<file path="src/rtl/ghp_ram.sv">
// ----------------------------------------------------------------------------
// ghp_ram
// Simple dual-port RAM: one write port, one read port with registered data.
// The read data holds while the read enable is low.
// ----------------------------------------------------------------------------
module ghp_ram #(
    parameter int DEPTH = 256,
    parameter int WIDTH = 8
) (
    input  logic                     i_clk,
    input  logic                     i_we,
    input  logic [$clog2(DEPTH)-1:0] i_waddr,
    input  logic [WIDTH-1:0]         i_wdata,
    input  logic                     i_re,
    input  logic [$clog2(DEPTH)-1:0] i_raddr,
    output logic [WIDTH-1:0]         o_rdata
);

    logic [WIDTH-1:0] r_mem [DEPTH];
    logic [WIDTH-1:0] r_rdata;

    // Write port
    always_ff @(posedge i_clk) begin
        if (i_we) begin
            r_mem[i_waddr] <= i_wdata;
        end
    end

    // Read port: old data on a same-address write
    always_ff @(posedge i_clk) begin
        if (i_re) begin
            r_rdata <= r_mem[i_raddr];
        end
    end

    assign o_rdata = r_rdata;

endmodule

</file>
<file path="config.mk">
export PLATFORM = sky130hd
export DESIGN_NAME = ghp_ram
export DESIGN_NICKNAME = d
export VERILOG_FILES = /design/src/rtl/ghp_ram.sv
export SDC_FILE = /design/constraint.sdc
export NUM_CORES = 2
export LEC_CHECK = 0
export BUFFER_PORTS_ARGS = -buffer_cell sky130_fd_sc_hd__buf_2
export CAP_MARGIN = 20
export CORE_UTILIZATION = 50
export DETAILED_ROUTE_END_ITERATION = 7
export PLACE_DENSITY = 0.7
export SYNTH_ARGS = -nofsm -noshare
export SYNTH_HDL_FRONTEND = slang
export SYNTH_SLANG_ARGS = --single-unit
</file>
<file path="constraint.sdc">
create_clock -name i_clk -period 4.05 [get_ports i_clk]
set_input_delay 0.405 -clock i_clk [delete_from_list [all_inputs] [get_ports i_clk]]
set_output_delay 0.405 -clock i_clk [all_outputs]
set_load 0.05 [all_outputs]
</file>
# == Word-level counts from Yosys, hierarchy flattened ==
# Memories as Yosys holds them, arrays and structs flattened. A register that Yosys moved wholly into a read port is not among the register bits.
# Cells that the tools add are included.
# classes
mux,2
# op_table
op,n
two-way mux 1 bit,2
# totals
ff_bits,0
ram_bits,2048
in_bits,27
output_inout_bits,8
word_cells,3
memories,1
# mem_list
name,depth,width,read_ports,rd_clocked_by_memory_dff,wr,line,source
r_mem,256,8,1,1,1,19,logic [WIDTH-1:0] r_mem [DEPTH];

# == Longest topological paths before layout ==
# logic_depth
depth_word,2
depth_mapped,11

# == Worst setup path after synthesis ==
# Ideal clock, no wire load.
# synth_timing
path_kind,input to register
start,input i_raddr[0]
end,"register r_rdata[2], in the netlist o_rdata[2] (read register of r_mem) (data pin)"
arrival_ns,2.212
required_time_ns,3.781
path_slack_ns,1.569
stages,9
path_buffers,4
path_cell_list,buf_6 buf_12 buf_8 buf_2 mux4_2 a22oi_1 a21oi_1 nor4_1 nor4_2
# synth_rtl
item,line,source
start: declaration,15,"input logic [$clog2(DEPTH)-1:0] i_raddr,"
end: declaration,20,logic [WIDTH-1:0] r_rdata;

==> key figures <==
Outcome
  • Run status: finished clean

Synth
  • Number of flops mapped to enable cells by yosys: 2056
  • Mapped Nets: 3760
  • Syn avg cell area: between 20 and 25 um^2
  • Asr flop ratio synth: 0%
  • Cell area after synthesis: 79600 um^2
  • Yosys warns: 0
  • Register area share after synthesis: between 70% and 80%
  • Post-synth top flop: edfxtp_1
  • Yosys reg bits: 2056
  • Yosys cell types: 54
  • Synth Instances: roughly 3700

Floorplanning
  • Die Ht: around 400 um
  • CORE AREA: 158000 um^2
  • Die Width: 401 um
  • DIE AREA: 161000 um^2
  • Starting Density: between 50% and 60%
  • Row count: between 100 and 150
  • # IOs: 35

Timing
  • Final worst setup slack: 0.939 ns
  • Worst Hold Slack: roughly 0.076 ns
  • Relative slew slack: 19.2%
  • Fmax: approximately 320 MHz
  • Final slew viol count: 0
  • Tmin final: 3.11 ns
  • Fin crit share: between 70% and 80%
  • Final setup viols: 0
  • Setup TNS: 0 ns
  • RSZ-0062 raised after global routing: no
  • Final hold vios: 0
  • Layout Skew: 0.0328 ns
  • Worst slew pin tran: 1.21 ns

Place
  • Pre-CTS setup slack: 0.110 ns
  • GPL Wtd Cong: 0.862
  • Placed Cells incl. Taps: 5826
  • Placed Instance Area: 83200 um^2
  • DP Wirelength: 118000 um
  • Port Buf Inserts: 34

Routing
  • Post-route ant nets: 0
  • Via density: roughly 6.4
  • Via count: 39600
  • # DRC: 0
  • Pre-Repair DR Iteration Count: 5
  • WL per Instance: 31.3 um
  • DRT Wirelength: 194000 um
  • Initial DRC Count: 5592

Setup path
  • Critical Path RT: 4.62 ns
  • Crit path DAT: 3.68 ns
  • Worst-path fanout max: 31
  • Worst setup SP type: input pin
  • Flop2flop setup slack: 1.13 ns
  • Worst r2r dst: o_rdata[3]$_DFFE_PP_
  • Crit path to: o_rdata[5]$_DFFE_PP_
  • CP startpoint: i_raddr[0]
  • Reg2Reg Depth: 6
  • CP Capture Type: register
  • Reg2Reg Launch Point: r_mem[80][3]$_DFFE_PP_
  • Kind of critical path: in -> reg

CTS
  • Clk_lat worst skew: 0.85 ns
  • CTS tree: yes
  • Resized cells post-CTS: 0
  • Htree depth: 4
  • Clock root buffer: clkbuf_16
  • Max Root-Sink Buffers: 3
  • CTS buffer count: 198
  • Clock Sinks: 2056
  • Clk slew on worst S/H paths: around 0.06 ns
  • Post-CTS Hold Fix Bufs: 2
  • Post-CTS setup buffer count: 0

Power
  • Peak supply drop: 457 uV
  • Power density over cell area: 490 nW/um^2
  • Pleak: around 28 nW

Cells and area
  • Area delta synth->final: 12.4%
  • Non-Filler Instances: 6200
  • Fin nets: 3983
  • Finished Cell Area: ~90000 um^2
  • Layout cells sized above 1: 24.5%
  • # fillers: 11400

Global route
  • Vias in the first global route: 39400
  • Largest net degree at the start of global routing: 172
  • GRT Total Usage: 24.2%
  • First-pass GRT wire length: 279000 um
  • Overflow after GRT: 0
  • Initial antenna violation count: 8

Worst hold path
  • Hold WC Path Type: in -> reg

Job
  • Max-cap viol count: 0
==> report_power, final <==
part	switching [mW]	internal (mW)	leakage [nW]	total, mW
Sequential	0.0350	23.5	18.5	23.5
Clock	7.90	10.2	3.10	18.1
Combinational	1.42	0.778	6.21	2.20
==> logic make-up (layout without fill, tap and decap cells) <==
group | after synthesis | after routing | share of synthesized area [%]
other | 0 | 5 | 0
and+or+nand+nor | 466 | 466 | 2.63
buffers and inverters | 235 | 625 | 1.83
DFF | 2056 | 2056 | 77.5
AOI/OAI and AO/OA | 385 | 385 | 3.42
muxes | 591 | 591 | 14.6
==> state kept, by name, summed over array words and instances (netlist names) <==
register  flops
o_rdata       8
r_mem      2048
==> Yosys cell counts (21+ instances only) <==
library cell / instances / area share (%)
clkbuf_1: 111 / 0.52
buf_4: 27 / 0.25
a22oi_1: 133 / 1.3
buf_1: 22 / 0.10
nand3_1: 34 / 0.21
nor2_1: 282 / 1.3
nor2b_1: 31 / 0.24
edfxtp_1: 2056 / 78
o221ai_1: 46 / 0.51
mux4_2: 454 / 13
mux2i_1: 134 / 1.7
a21oi_1: 96 / 0.60
buf_2: 31 / 0.19
buf_6: 21 / 0.30
nor4_1: 24 / 0.19
nand2_1: 33 / 0.16
o22ai_1: 28 / 0.22
nor3_1: 22 / 0.14
==> area by class of cell <==
class / count / area (um^2) / share of cell area, %
Tap cell: 2072 / 2590 / 2.90
Timing Repair Buffer: 256 / 2350 / 2.62
Antenna cell: 5 / 12.5 / 0.0140
Sequential cell: 2056 / 61700 / 68.9
Clock buffer: 239 / 5130 / 5.73
Multi-Input combinational cell: 1442 / 16500 / 18.4
Inverter: 2 / 7.51 / 0.00838
Clock inverter: 128 / 1230 / 1.37
==> stage by stage <==
step                util, %  total power, mW
finish                 56.6             43.8
global route           56.6             44.9
CTS                    56.6             44.0
detailed placement     52.6             26.1
global placement       52.6             26.1
floorplan                 -             25.1
==> per-layer routing <==
layer	vias to the layer above	share of wire [%]	track usage, %
met5	-	0.026	0
met1	21000	39	34.4
li1	16200	-	-
met3	302	11	5.96
met2	2160	47	37.2
met4	10	3.1	7.56
==> worst max-delay path, stage by stage <==
cell      delay, ns
buf_8          0.34
buf_12         0.27
buf_4          0.31
mux4_2         0.54
a22o_1         0.27
a221oi_1       0.43
o32ai_1        0.24
nor3_1         0.62
nor4_1         0.12
==> worst min path at each step <==
stage / start / endpoint / slack, ns / depth (start not counted)
6_report: i_wdata[7] / r_mem[52][7]$_DFFE_PP_ / 0.08 / 1
2_1_floorplan: i_wdata[0] / r_mem[0][0]$_DFFE_PP_ / 0.50 / 0
4_1_cts: i_wdata[7] / r_mem[52][7]$_DFFE_PP_ / 0.05 / 1
5_1_grt: i_wdata[7] / r_mem[52][7]$_DFFE_PP_ / 0.07 / 1
3_3_place_gp: i_wdata[6] / r_mem[122][6]$_DFFE_PP_ / 0.81 / 1
3_5_place_dp: i_wdata[6] / r_mem[121][6]$_DFFE_PP_ / 0.82 / 1
==> cell usage in the layout, fill, tap and decap left out, types with 45 or more instances in the layout <==
master	Yosys	routed
nor2_1	282	279
a22oi_1	133	133
clkinv_1	1	45
mux4_2	454	454
buf_4	27	188
a21oi_1	96	96
clkbuf_16	0	199
edfxtp_1	2056	2056
mux2i_1	134	134
o221ai_1	46	46
No activity file was read; power rests on OpenSTA's default activity.
